<file path="src/rtl/ube_pkg.sv">
// ----------------------------------------------------------------------------
// ube_pkg
// Types, constants and byte-forming helpers shared by the UTF-8 encoder.
// ----------------------------------------------------------------------------
package ube_pkg;

  localparam int CpW       = 32;
  localparam int CountW    = 32;
  localparam int CfgIdxW   = 1;
  localparam int LenW      = 3;
  localparam int QueueDepth = 2;

  localparam logic [CfgIdxW-1:0] REG_BYTE_LIMIT   = 1'd0;
  localparam logic [CfgIdxW-1:0] REG_LIMIT_ENABLE = 1'd1;

  localparam logic [CountW-1:0] BYTE_LIMIT_RST   = 32'hFFFF_FFFF;
  localparam logic              LIMIT_ENABLE_RST = 1'b1;

  typedef enum logic [1:0] {
    ST_OK      = 2'd0,
    ST_ILLEGAL = 2'd1,
    ST_STOPPED = 2'd2
  } status_e;

  // One classified character on its way from the front to the back.
  typedef struct packed {
    logic [30:0]       cp;
    logic [LenW-1:0]   len;
    status_e           status;
    logic [CountW-1:0] base;
  } desc_t;

  function automatic logic [7:0] lead_mark(logic [LenW-1:0] len);
    logic [7:0] m;
    unique case (len)
      3'd2:    m = 8'hC0;
      3'd3:    m = 8'hE0;
      3'd4:    m = 8'hF0;
      3'd5:    m = 8'hF8;
      3'd6:    m = 8'hFC;
      default: m = 8'h00;
    endcase
    return m;
  endfunction

  // Byte idx (0 = lead) of a character of len bytes.
  function automatic logic [7:0] enc_byte(logic [30:0] cp, logic [LenW-1:0] len,
                                          logic [LenW-1:0] idx);
    logic [39:0]     wide;
    logic [LenW-1:0] r;
    logic [7:0]      sh;
    logic [7:0]      res;
    wide = {9'd0, cp};
    r    = len - idx - 3'd1;
    unique case (r)
      3'd0:    sh = wide[7:0];
      3'd1:    sh = wide[13:6];
      3'd2:    sh = wide[19:12];
      3'd3:    sh = wide[25:18];
      3'd4:    sh = wide[31:24];
      3'd5:    sh = wide[37:30];
      default: sh = 8'h00;
    endcase
    if (len == 3'd1) begin
      res = sh;
    end else if (idx == 3'd0) begin
      res = lead_mark(len) | sh;
    end else begin
      res = 8'h80 | {2'b00, sh[5:0]};
    end
    return res;
  endfunction

endpackage

</file>
<file path="src/rtl/ube_front.sv">
// ----------------------------------------------------------------------------
// ube_front
// Accepts characters, applies the byte budget and halt rules, keeps the
// running count and pushes one descriptor per character into the queue.
// ----------------------------------------------------------------------------
module ube_front (
  input  logic                        clk_i,
  input  logic                        rst_ni,
  input  logic                        in_valid_i,
  output logic                        in_ready_o,
  input  logic [ube_pkg::CpW-1:0]     code_point_i,
  input  logic                        first_of_string_i,
  input  logic                        cfg_valid_i,
  output logic                        cfg_ready_o,
  input  logic [ube_pkg::CfgIdxW-1:0] cfg_index_i,
  input  logic [ube_pkg::CountW-1:0]  cfg_data_i,
  input  logic                        q_full_i,
  output logic                        push_o,
  output ube_pkg::desc_t              push_desc_o
);

  logic [ube_pkg::CountW-1:0] byte_limit_q;
  logic                       limit_enable_q;
  logic [ube_pkg::CountW-1:0] count_q, count_d;
  logic                       halted_q, halted_d;

  logic [ube_pkg::CountW-1:0] cnt_base;
  logic                       halt_eff;
  logic                       is_ascii;
  logic [ube_pkg::LenW-1:0]   len;
  logic [ube_pkg::CountW:0]   sum;
  logic                       over;
  ube_pkg::status_e           status;
  logic                       in_fire;

  assign in_ready_o  = !q_full_i;
  assign cfg_ready_o = 1'b1;
  assign in_fire     = in_valid_i && in_ready_o;

  assign cnt_base = first_of_string_i ? '0 : count_q;
  assign halt_eff = first_of_string_i ? 1'b0 : halted_q;
  assign is_ascii = (code_point_i[31:7] == '0);

  always_comb begin
    priority if (is_ascii) begin
      len = 3'd1;
    end else if (code_point_i < 32'h0000_0800) begin
      len = 3'd2;
    end else if (code_point_i < 32'h0001_0000) begin
      len = 3'd3;
    end else if (code_point_i < 32'h0020_0000) begin
      len = 3'd4;
    end else if (code_point_i < 32'h0400_0000) begin
      len = 3'd5;
    end else begin
      len = 3'd6;
    end
  end

  assign sum = {1'b0, cnt_base} + (ube_pkg::CountW + 1)'(len);

  // A single byte needs count < limit, a longer character count + len < limit.
  always_comb begin
    if (is_ascii) begin
      over = limit_enable_q && (cnt_base >= byte_limit_q);
    end else begin
      over = limit_enable_q && (sum >= {1'b0, byte_limit_q});
    end
  end

  always_comb begin
    priority if (halt_eff) begin
      status = ube_pkg::ST_STOPPED;
    end else if (code_point_i[31]) begin
      status = ube_pkg::ST_ILLEGAL;
    end else if (over) begin
      status = ube_pkg::ST_STOPPED;
    end else begin
      status = ube_pkg::ST_OK;
    end
  end

  always_comb begin
    count_d  = count_q;
    halted_d = halted_q;
    if (in_fire) begin
      if (status == ube_pkg::ST_OK) begin
        count_d  = sum[ube_pkg::CountW] ? '1 : sum[ube_pkg::CountW-1:0];
        halted_d = 1'b0;
      end else begin
        count_d  = cnt_base;
        halted_d = 1'b1;
      end
    end
  end

  assign push_o             = in_fire;
  assign push_desc_o.cp     = code_point_i[30:0];
  assign push_desc_o.len    = (status == ube_pkg::ST_OK) ? len : 3'd1;
  assign push_desc_o.status = status;
  assign push_desc_o.base   = cnt_base;

  always_ff @(posedge clk_i or negedge rst_ni) begin
    if (!rst_ni) begin
      count_q        <= '0;
      halted_q       <= 1'b0;
      byte_limit_q   <= ube_pkg::BYTE_LIMIT_RST;
      limit_enable_q <= ube_pkg::LIMIT_ENABLE_RST;
    end else begin
      count_q  <= count_d;
      halted_q <= halted_d;
      if (cfg_valid_i && cfg_ready_o) begin
        unique case (cfg_index_i)
          ube_pkg::REG_BYTE_LIMIT:   byte_limit_q   <= cfg_data_i;
          ube_pkg::REG_LIMIT_ENABLE: limit_enable_q <= cfg_data_i[0];
          default: ;
        endcase
      end
    end
  end

  a_halt_on_fail: assert property (@(posedge clk_i) disable iff (!rst_ni)
    in_fire && status != ube_pkg::ST_OK |=> halted_q)
    else $error("front: failed character did not halt the string");

  a_count_holds_on_fail: assert property (@(posedge clk_i) disable iff (!rst_ni)
    in_fire && status != ube_pkg::ST_OK |=> count_q == $past(cnt_base))
    else $error("front: count changed on a failed character");

endmodule

</file>
<file path="src/rtl/ube_queue.sv">
// ----------------------------------------------------------------------------
// ube_queue
// Short descriptor queue between the classifying front and the byte emitter.
// ----------------------------------------------------------------------------
module ube_queue #(
  parameter int Depth = ube_pkg::QueueDepth
) (
  input  logic           clk_i,
  input  logic           rst_ni,
  input  logic           push_i,
  input  ube_pkg::desc_t push_desc_i,
  output logic           full_o,
  input  logic           pop_i,
  output logic           head_valid_o,
  output ube_pkg::desc_t head_o
);

  localparam int PtrW = (Depth > 1) ? $clog2(Depth) : 1;
  localparam int CntW = $clog2(Depth + 1);

  ube_pkg::desc_t mem [Depth];
  logic [PtrW-1:0] wr_ptr_q, rd_ptr_q;
  logic [CntW-1:0] cnt_q;

  assign full_o       = (cnt_q == CntW'(Depth));
  assign head_valid_o = (cnt_q != '0);
  assign head_o       = mem[rd_ptr_q];

  always_ff @(posedge clk_i) begin
    if (push_i) begin
      mem[wr_ptr_q] <= push_desc_i;
    end
  end

  always_ff @(posedge clk_i or negedge rst_ni) begin
    if (!rst_ni) begin
      wr_ptr_q <= '0;
      rd_ptr_q <= '0;
      cnt_q    <= '0;
    end else begin
      if (push_i) begin
        wr_ptr_q <= (wr_ptr_q == PtrW'(Depth - 1)) ? '0 : wr_ptr_q + 1'b1;
      end
      if (pop_i) begin
        rd_ptr_q <= (rd_ptr_q == PtrW'(Depth - 1)) ? '0 : rd_ptr_q + 1'b1;
      end
      if (push_i && !pop_i) begin
        cnt_q <= cnt_q + 1'b1;
      end else if (pop_i && !push_i) begin
        cnt_q <= cnt_q - 1'b1;
      end
    end
  end

  a_no_overflow: assert property (@(posedge clk_i) disable iff (!rst_ni)
    push_i |-> !full_o)
    else $error("queue: push into a full queue");

  a_no_underflow: assert property (@(posedge clk_i) disable iff (!rst_ni)
    pop_i |-> head_valid_o)
    else $error("queue: pop from an empty queue");

endmodule

</file>
<file path="src/rtl/ube_back.sv">
// ----------------------------------------------------------------------------
// ube_back
// Walks the descriptor at the queue head and emits its bytes one per cycle,
// while the receiver takes them, through an output register.
// ----------------------------------------------------------------------------
module ube_back (
  input  logic                       clk_i,
  input  logic                       rst_ni,
  input  logic                       head_valid_i,
  input  ube_pkg::desc_t             head_i,
  output logic                       pop_o,
  output logic                       out_valid_o,
  input  logic                       out_ready_i,
  output logic [7:0]                 out_byte_o,
  output logic                       last_of_run_o,
  output logic [1:0]                 status_o,
  output logic [ube_pkg::CountW-1:0] bytes_so_far_o
);

  logic [ube_pkg::LenW-1:0]   idx_q;
  logic                       out_valid_q;
  logic [7:0]                 byte_q;
  logic                       last_q;
  ube_pkg::status_e           status_q;
  logic [ube_pkg::CountW-1:0] cnt_q;

  logic                       load;
  logic                       is_last;
  logic                       is_ok;
  logic [ube_pkg::CountW:0]   sum;

  assign load    = head_valid_i && (!out_valid_q || out_ready_i);
  assign is_last = (idx_q == head_i.len - 3'd1);
  assign is_ok   = (head_i.status == ube_pkg::ST_OK);
  assign pop_o   = load && is_last;

  // Count after this byte, saturating at the top of the range.
  assign sum = {1'b0, head_i.base} + (ube_pkg::CountW + 1)'(idx_q) + 1'b1;

  always_ff @(posedge clk_i) begin
    if (load) begin
      byte_q   <= is_ok ? ube_pkg::enc_byte(head_i.cp, head_i.len, idx_q) : 8'h00;
      last_q   <= is_last;
      status_q <= head_i.status;
      if (!is_ok) begin
        cnt_q <= head_i.base;
      end else begin
        cnt_q <= sum[ube_pkg::CountW] ? '1 : sum[ube_pkg::CountW-1:0];
      end
    end
  end

  always_ff @(posedge clk_i or negedge rst_ni) begin
    if (!rst_ni) begin
      out_valid_q <= 1'b0;
      idx_q       <= '0;
    end else begin
      if (load) begin
        out_valid_q <= 1'b1;
        idx_q       <= is_last ? '0 : idx_q + 1'b1;
      end else if (out_ready_i) begin
        out_valid_q <= 1'b0;
      end
    end
  end

  assign out_valid_o    = out_valid_q;
  assign out_byte_o     = byte_q;
  assign last_of_run_o  = last_q;
  assign status_o       = status_q;
  assign bytes_so_far_o = cnt_q;

  a_status_single: assert property (@(posedge clk_i) disable iff (!rst_ni)
    head_valid_i && !is_ok |-> head_i.len == 3'd1 && idx_q == '0)
    else $error("back: status descriptor is not a single result");

endmodule

</file>
<file path="src/rtl/utf8_encoder_with_byte_budget_top.sv">
// ----------------------------------------------------------------------------
// utf8_encoder_with_byte_budget_top
// UTF-8 encoder (31-bit form, 1 to 6 bytes) with a per-string byte budget.
// ----------------------------------------------------------------------------
// The input channel (in_valid_i/in_ready_o) takes one wide character per
// transaction; first_of_string_i clears the byte count and halt first. The
// output channel (out_valid_o/out_ready_i) gives one transaction per encoded
// byte, or a single status transaction for an illegal character, a budget
// overrun or a halted string; last_of_run_o marks the final one of a char.
// The config channel writes byte_limit (index 0) and limit_enable (index 1);
// it is always ready; the user must write it only while the block is idle,
// which the block itself leaves unenforced. The front classifies a character
// and updates the count in the cycle it is accepted, so a new character can
// be taken every cycle while the queue has room. The first byte passes
// through the queue and then the output register. The back emits one byte
// per cycle while the receiver is ready, so sustained rate is set by the
// total byte count of the stream. When the receiver stalls the output register
// holds, the queue fills, and in_ready_o drops. Reset clears the count, the
// halt flag and the queue, and restores byte_limit to all ones, limit enabled.
// ----------------------------------------------------------------------------
module utf8_encoder_with_byte_budget_top #(
  parameter int QueueDepth = ube_pkg::QueueDepth
) (
  input  logic                        clk_i,
  input  logic                        rst_ni,
  input  logic                        in_valid_i,
  output logic                        in_ready_o,
  input  logic [ube_pkg::CpW-1:0]     code_point_i,
  input  logic                        first_of_string_i,
  output logic                        out_valid_o,
  input  logic                        out_ready_i,
  output logic [7:0]                  out_byte_o,
  output logic                        last_of_run_o,
  output logic [1:0]                  status_o,
  output logic [ube_pkg::CountW-1:0]  bytes_so_far_o,
  input  logic                        cfg_valid_i,
  output logic                        cfg_ready_o,
  input  logic [ube_pkg::CfgIdxW-1:0] cfg_index_i,
  input  logic [ube_pkg::CountW-1:0]  cfg_data_i
);

  logic           push;
  ube_pkg::desc_t push_desc;
  logic           q_full;
  logic           pop;
  logic           head_valid;
  ube_pkg::desc_t head;

  ube_front u_front (
    .clk_i             (clk_i),
    .rst_ni            (rst_ni),
    .in_valid_i        (in_valid_i),
    .in_ready_o        (in_ready_o),
    .code_point_i      (code_point_i),
    .first_of_string_i (first_of_string_i),
    .cfg_valid_i       (cfg_valid_i),
    .cfg_ready_o       (cfg_ready_o),
    .cfg_index_i       (cfg_index_i),
    .cfg_data_i        (cfg_data_i),
    .q_full_i          (q_full),
    .push_o            (push),
    .push_desc_o       (push_desc)
  );

  ube_queue #(
    .Depth (QueueDepth)
  ) u_queue (
    .clk_i        (clk_i),
    .rst_ni       (rst_ni),
    .push_i       (push),
    .push_desc_i  (push_desc),
    .full_o       (q_full),
    .pop_i        (pop),
    .head_valid_o (head_valid),
    .head_o       (head)
  );

  ube_back u_back (
    .clk_i          (clk_i),
    .rst_ni         (rst_ni),
    .head_valid_i   (head_valid),
    .head_i         (head),
    .pop_o          (pop),
    .out_valid_o    (out_valid_o),
    .out_ready_i    (out_ready_i),
    .out_byte_o     (out_byte_o),
    .last_of_run_o  (last_of_run_o),
    .status_o       (status_o),
    .bytes_so_far_o (bytes_so_far_o)
  );

endmodule
</file>
<file path="config.mk">
export PLATFORM = sky130hd
export DESIGN_NAME = utf8_encoder_with_byte_budget_top
export DESIGN_NICKNAME = d
export VERILOG_FILES = /design/src/rtl/ube_pkg.sv /design/src/rtl/ube_front.sv /design/src/rtl/ube_queue.sv /design/src/rtl/ube_back.sv /design/src/rtl/utf8_encoder_with_byte_budget_top.sv
export SDC_FILE = /design/constraint.sdc
export NUM_CORES = 1
export LEC_CHECK = 0
export ABC_CLOCK_PERIOD_IN_PS = 6150
export BUFFER_PORTS_ARGS = -buffer_cell sky130_fd_sc_hd__buf_4
export CORE_UTILIZATION = 30
export CTS_CLUSTER_DIAMETER = 200
export CTS_CLUSTER_SIZE = 30
export DETAILED_ROUTE_END_ITERATION = 8
export GPL_ROUTABILITY_DRIVEN = 0
export SYNTH_ARGS = -nofsm -noshare
export SYNTH_HDL_FRONTEND = slang
export SYNTH_SLANG_ARGS = --single-unit
export TNS_END_PERCENT = 100
</file>
<file path="constraint.sdc">
create_clock -name clk_i -period 6.15 [get_ports clk_i]
set_input_delay 0.615 -clock clk_i [delete_from_list [all_inputs] [get_ports clk_i]]
set_output_delay 0.615 -clock clk_i [all_outputs]
set_load 0.005 [all_outputs]
</file>
==> results.md, run 1 <==
* Top-count cell post-synth: edfxtp_1
* DRC errors left at 0
* Post-CTS Resized at 0
* H-Tree Level Count at 1
* WS Path Type: input pin to register
* DRT antenna net count at 0
* CTS Hold Bufs at 0
* Int Pwr at approximately 3.8 mW
* Global-route usage over all layers at between 10% and 20%
* Metal3 WL at 2.01 mm
* Met2 WL post-DR at about 16 mm
* DR pass1 iterations at 6
* R2R cell count at 23
* Crit path DAT at about 6.0 ns
* Final Util at a little over a third
* Storage cell area at approximately 0.0073 mm2
* Synth Cell Area at roughly 0.014 mm2
* Post-synth top area cell: edfxtp_1
* Relative slew margins at between 20% and 30%
* Max cap viols at 0
* Initial DRC count at between 800 and 900
* Synthesis-to-finish area growth at 16.2%
* Ant diodes at 0
* CTS sink cnt at 253
* Synth top area cells: edfxtp_1 40%, dfrtp_1 7.6%, ha_1 7.3%
* Initial antenna violation count at 0
* Hold Path Class: input pin to async pin
* Crit path launch type: input pin
* Routed vias/inst at 5.02
* P_sw at ~2.1 mW
* Post-CTS Setup Inserts at 0
* Worst vdd ir at approximately 180 uV
* IO Count at ~120
* Worst path required time at 6.54 ns
* Critical Path, Cell by Cell: buf_4, or4_4, or4_1, or2_0, o21ai_0, inv_1, ha_1, a21o_1, a21oi_1, nor4_2, nand4_1, buf_4, nor3b_1, xor2_1, ha_1, nand4_1, nor4_1, nand2_1, a2bb2oi_1, a31oi_1, o21a_4, nor3_4, buf_4, a32o_1
* Largest net degree at the start of global routing at 75
* Crit share post-route at approximately nine tenths
* Fmax at about 0.18 GHz
* Multi-input logic area at slightly below 0.006 mm2
* Reg2reg start: u_front.count_q[0]
* Synthesized flop and latch total at 253
* Root buffer cell: clkbuf_16
* Final setup vio count at 0
* Clk_lat worst skew at 0.51 ns
* YS warnings at 0
* Overall die height at ~210 um
* Max Root-Sink Buffers at 3
* Top cell type's share of synthesized area at about two fifths
* Outcome: finished, final reports clean
* Num rows at 77
* Worst-case clock skew at between 0.02 and 0.025 ns
* Initial Util at between 30% and 40%
* Share of layout cells above drive strength 1 at between 15 and 20%
* Syn Nets at approximately 1.3k
* Via Count at around 9.6k
* Critical Path Max Stage Delay at approximately 0.57 ns
* CP endpoint kind: register
* Final wirelength at between 30 and 40 mm
* TritonCTS Buffers at 12
* R2r setup slk at between 1 and 1.5 ns
* Clock Power Share at 16.3%
* Wire per inst at ~18 um
* Final Max Slew Viols at 0
* Vias in the first global route at ~9.6k
* Pwr dens at ~370 mW/mm2
* RSZ-0062 raised after global routing: no
* Count of cell types in the netlist at between 70 and 80
* Number of I/O port buffers at 115
* Leakage power at 6.11 nW
* Most instantiated cells after synthesis: 179 x edfxtp_1, 147 x nand2_1, 79 x ha_1
* Mapped Cells at ~1.2k
* Setup TNS at 0 ns
* Worst Max-Slew Pin Slew at ~1.1 ns
* Combinational power share at 39.1%
* TritonCTS clock tree: yes
* Sw Ratio at a little over a third
* Top FF cell, synth: edfxtp_1
* Die extent in x at between 200 and 250 um
* Seq/Total Area, Yosys at a little over half
* Global-route wire length before repair at about 55 mm
* Gr ovfl total at 0
* Reg power frac at roughly 45%
* Cell repeated most along the worst path: buf_4
* Detailed Place HPWL at between 20 and 30 mm
* Final Critical Period at approximately 5.6 ns
* Die area at 0.0460 mm2
* Final Hold Viols at 0
* Met1 Wirelength at approximately 16 mm
* EDFF count, synth at 179
* Clock slew at reported path FFs at 0.12 ns
* CP max stage cell: or4_4
* Max Used Layer: met4
* Post-synth ARST share at between 20% and 30%
* Synth Area per Inst at ~11 um2
* Reg-to-Reg End: u_front.count_q[29]
* Layout net count at around 1.5k
* Layout fillers at approximately 4.4k
* Crit Path Max Fanout at 15
* Core area at between 0.04 and 0.05 mm2
==> per-stage QoR <==
step	total power, mW	cells	cell area (um2)	hold WS (ns)	setup slack, ns
floorplan	4.12	1190	13500	0.319	0.256
global placement	4.94	1901	15400	0.485	0.104
detailed placement	4.98	1901	15400	0.518	-0.0115
CTS	5.94	1921	15700	0.281	0.507
global route	6.24	1921	15700	0.281	0.163
finish	5.86	1921	15700	0.279	0.526
==> state kept, by name (all words and copies together), names as in the netlist <==
signal                  flops
u_back.last_of_run_o        1
u_front.halted_q            1
u_queue.mem               136
u_front.byte_limit_q       32
u_back.status_o             2
u_back.out_valid_o          1
u_back.out_byte_o           8
u_front.count_q            32
u_front.limit_enable_q      1
u_back.idx_q                3
u_queue.wr_ptr_q            1
u_queue.rd_ptr_q            1
u_back.bytes_so_far_o      32
u_queue.cnt_q               2
==> metal layers <==
metal / vias to the layer above / global-route usage (%)
met5: - / 0
met1: 4664 / 21.2
met2: 300 / 24.0
li1: 4631 / -
met3: 45 / 2.16
met4: 0 / 3.90
==> worst max-delay path, delay by kind of cell <==
| family | cells | cell delay (ns) |
|---|---|---|
| XOR/XNOR | 1 | 0.13 |
| adder cells (fa/ha/maj) | 2 | 0.60 |
| AO/OA/AOI/OAI | 7 | 1.32 |
| AND/OR/NAND/NOR | 10 | 2.74 |
| buffers and inverters | 4 | 0.61 |
==> cell usage in the layout (no fill, tap or decap), types with 7 or more instances in the layout <==
cell	instances
nor2b_1	41
and2_1	7
nand3_1	17
dfrtp_1	40
a32o_1	11
nor3_1	21
nand4_1	23
a21oi_1	56
ha_1	79
buf_4	167
mux2_2	13
and3_1	7
inv_1	58
a211oi_1	7
o21ai_0	75
xor2_1	23
or4_1	11
nand2_1	147
edfxtp_1	179
or3_1	11
a31oi_1	11
clkbuf_16	13
nor2_1	66
mux4_2	15
mux2i_1	43
dfstp_2	33
xnor2_1	35
o21a_1	9
nor4_1	12
==> power by group through the flow <==
stage	logic (mW)	clock network (mW)	registers (mW)
global placement	2.29	0	2.65
CTS	2.33	0.994	2.62
finish	2.29	0.956	2.62
floorplan	1.55	0	2.57
global route	2.54	1.04	2.67
detailed placement	2.32	0	2.66
==> cell families after synthesis <==
family                     Yosys count  synth area share, %
AOI/OAI and AO/OA                  221                 10.4
xor gates and xnor gates            58                 3.75
adders and majority gates           82                 7.74
buffers and inverters              110                 3.25
DFF                                253                 53.7
muxes                               71                 6.75
other                                1               0.0277
and+or+nand+nor                    394                 14.4
==> worst max path at each step <==
stage | start | end | slack (ns)
final | code_point_i[8] | u_front.count_q[29] | 0.53
after global routing | code_point_i[8] | u_front.count_q[22] | 0.16
after CTS | code_point_i[8] | u_front.count_q[22] | 0.51
after global placement | code_point_i[8] | u_front.count_q[6] | 0.10
after floorplan | code_point_i[8] | u_front.count_q[3] | 0.26
after detailed placement | code_point_i[8] | u_front.count_q[6] | -0.01
==> area by class of cell <==
| cell class | count | share of cell area (%) |
|---|---|---|
| well taps | 592 | 4.71 |
| multi-input cells | 827 | 37.2 |
| clock inverters | 1 | 0.127 |
| repair buffers | 168 | 8.09 |
| clock buffers | 19 | 2.21 |
| flip-flops and latches | 253 | 46.2 |
| inverters | 61 | 1.45 |
Power figures use the tool's default switching activity.
==> run 2: changes to the inputs <==
- GPL_ROUTABILITY_DRIVEN: 0 -> 1
- PLACE_DENSITY_LB_ADDON: unset -> 0.08
==> run 2 against run 1 <==
  * Sequential power about the same
  * Clock skew increased by 0.0078 ns
  * Non-clock buffer count increased by 22
  * Core utilization increased by 0.43 points
  * Total power increased by 0.99%
  * Hold slack got worse by 0.15 ns
  * Via count decreased by 1.4%
  * Die area unchanged
  * Sequential share of layout area decreased by 0.56 points
  * Clock power increased by 1%
  * Largest cell class unchanged
==> results.md, run 2 (same netlist as run 1, synthesis figures left out) <==
* Combinational power share at 39.3% (was 39.1%)
* Leakage power at 6.23 nW (was 6.11 nW)
* Crit Path Max Fanout at 14 (was 15)
* Pwr dens at 372 mW/mm2 (about the same)
* CTS Hold Bufs at 0 (unchanged)
* Commonest non-fill, non-tap cells in the layout: 189 x buf_4, 179 x edfxtp_1, 147 x nand2_1, 79 x ha_1, 74 x o21ai_0 (was 179 x edfxtp_1, 167 x buf_4, 147 x nand2_1, 79 x ha_1, 75 x o21ai_0)
* Int Pwr at 3.77 mW (about the same)
* Crit share post-route at 92.5% (was 91.4%)
* Clock slew at reported path FFs at 0.13 ns (was 0.12 ns)
* Dpl ws at -0.475 ns (was -0.0115 ns)
* R2r setup slk at 1.12 ns (was 1.23 ns)
* Layout net count at 1,498 (was 1,476)
* Worst-case clock skew at 0.0286 ns (was 0.0208 ns)
* Sw Ratio at 36.3% (was 35.7%)
* Final Hold Viols at 0 (unchanged)
* Via Count at 9,509 (was 9,640)
* Design area at 0.0159 mm2 (was 0.0157 mm2)
* Die area at 0.0460 mm2 (unchanged)
* Overall die height at 214 um (unchanged)
* Max Root-Sink Buffers at 3 (unchanged)
* CP endpoint kind: register (unchanged)
* Top reg by flops: u_queue.mem (unchanged)
* Vias in the first global route at 9,687 (was 9,597)
* Layout fillers at 4,403 (was 4,412)
* Reg power frac at 44.3% (was 44.6%)
* Die extent in x at 214 um (unchanged)
* GR Util met1 at 23.7% (was 21.2%)
* Final Critical Period at 5.69 ns (was 5.62 ns)
* GPL Wtd Cong at 0.802
* Largest net degree at the start of global routing at 65 (was 75)
* P_sw at 2.15 mW (was 2.09 mW)
* Initial Util at 30.5% (unchanged)
* Crit path DAT at 6.05 ns (was 6.01 ns)
* CTS sink cnt at 253 (unchanged)
* Max cap viols at 0 (unchanged)
* Gr ovfl total at 0 (unchanged)
* Initial DRC count at 560 (was 874)
* Root buffer cell: clkbuf_16 (unchanged)
* Number of I/O port buffers at 115 (unchanged)
* Worst Max-Slew Pin Slew at 1.03 ns (was 1.11 ns)
* Num rows at 77 (unchanged)
* TritonCTS Buffers at 12 (unchanged)
* DRT antenna net count at 0 (unchanged)
* Max reg flops at 136 (unchanged)
* Global-route usage over all layers at 16.6% (was 15.0%)
* DRC errors left at 0 (unchanged)
* WS Path Type: input pin to register (unchanged)
* Met2 Resource Use GR at 27.1% (was 24.0%)
* Share of layout cells above drive strength 1 at 21.3% (was 19.7%)
* Worst vdd ir at 181 uV (was 183 uV)
* Crit path launch type: input pin (unchanged)
* Final setup vio count at 0 (unchanged)
* Fmax at 0.176 GHz (was 0.178 GHz)
* Clk_lat worst skew at 0.51 ns (about the same)
* Post-DP Area at 0.0155 mm2 (was 0.0154 mm2)
* R2R cell count at 23 (unchanged)
* RSZ-0062 raised after global routing: no (unchanged)
* GR Layer Usage met3 at 1.89% (was 2.16%)
* Core area at 0.0444 mm2 (unchanged)
* Final wirelength at 37.8 mm (was 34.7 mm)
* Worst path required time at 6.51 ns (was 6.54 ns)
* Synthesis-to-finish area growth at 17.6% (was 16.2%)
* Setup ws final at 0.460 ns (was 0.526 ns)
* Global-route wire length before repair at 59.5 mm (was 54.8 mm)
* Reg2reg start: u_front.count_q[0] (unchanged)
* H-Tree Level Count at 1 (unchanged)
* Routed vias/inst at 4.89 (was 5.02)
* Outcome: finished, final reports clean (unchanged)
* Top Usage Layer GRT: met2 (unchanged)
* Clock Power Share at 16.4% (was 16.3%)
* Relative slew margins at 31.5% (was 26.0%)
* TritonCTS clock tree: yes (unchanged)
* Wire per inst at 19.4 um (was 18.1 um)
* Reg-to-Reg End: u_front.count_q[10] (was u_front.count_q[29])
* DR pass1 iterations at 5 (was 6)
* Detailed Place HPWL at 28.1 mm (was 25.9 mm)
* Ant diodes at 0 (unchanged)
* Final Max Slew Viols at 0 (unchanged)
* IO Count at 117 (unchanged)
* Hold Path Class: input pin to async pin (unchanged)
* Commonest non-fill, non-tap cell in the layout: buf_4 (was edfxtp_1)
* Initial antenna violation count at 0 (unchanged)
## run 2: worst max-delay path by stage
| stage | start | to | slack, ns | cells after the start |
|---|---|---|---|---|
| after floorplan | code_point_i[8] | u_front.count_q[3] | 0.26 | 23 |
| after global placement | code_point_i[8] | u_front.count_q[18] | -0.50 | 25 |
| after detailed placement | code_point_i[8] | u_front.count_q[10] | -0.48 | 26 |
| after CTS | code_point_i[8] | u_front.count_q[10] | 0.04 | 26 |
| after global routing | code_point_i[8] | u_front.count_q[10] | 0.02 | 26 |
| final | code_point_i[8] | u_front.count_q[10] | 0.46 | 24 |
## run 2: metal layers
layer | vias up | routed length (um)
met1 | 4643 | 18500
li1 | 4678 | -
met3 | 27 | 1220
met2 | 161 | 17400
met4 | 0 | 663
met5 | - | 0
## run 2: per-stage QoR
stage	instances	setup TNS (ns)	util, %	power, mW	hold WS [ns]
floorplan	1190	0	-	4.12	0.319
global placement	1923	-15.84	35.0	5.04	0.472
detailed placement	1923	-14.02	35.0	5.04	0.485
CTS	1943	0	35.8	6.04	0.109
global route	1943	0	35.9	6.34	0.120
finish	1943	0	35.9	5.92	0.128
## run 2: worst max-delay path, cell delays in order
cell and delay (ns):
buf_4 0.11, or4_4 0.56, or4_1 0.58, or2_0 0.25, o21ai_0 0.09, buf_4 0.17, inv_1 0.04, ha_1 0.26
a21o_1 0.10, a21oi_1 0.09, nor4_2 0.25, nand4_1 0.22, or3_1 0.43, xnor2_1 0.14, ha_1 0.18, a21o_1 0.20
a211oi_4 0.30, o21ai_2 0.15, nor3b_1 0.28, a31oi_2 0.15, o21a_4 0.21, buf_4 0.18, o311ai_0 0.30, o311ai_1 0.16
## run 2: power by group through the flow
stage	Clock (mW)	Combinational, mW	Sequential [mW]
2_1_floorplan	0	1.55	2.57
3_3_place_gp	0	2.37	2.67
3_5_place_dp	0	2.37	2.67
4_1_cts	1.02	2.38	2.64
5_1_grt	1.06	2.59	2.68
6_report	0.968	2.33	2.62
## run 2: what timing repair did
item                                   CTS  global route
resized for setup                        0             7
endpoints found under the hold margin    0             0
setup endpoints to repair                0            39
setup buffers                            0             0
## run 2: area by class of cell
| cell class | count | area [um2] | area share, % |
|---|---|---|---|
| tap | 592 | 741 | 4.65 |
| sequential | 253 | 7270 | 45.6 |
| timing repair buffer | 190 | 1440 | 9.03 |
| multi-input combinational | 827 | 5880 | 36.9 |
| clock buffer | 19 | 348 | 2.18 |
| inverter | 61 | 229 | 1.44 |
| clock inverter | 1 | 20.0 | 0.126 |
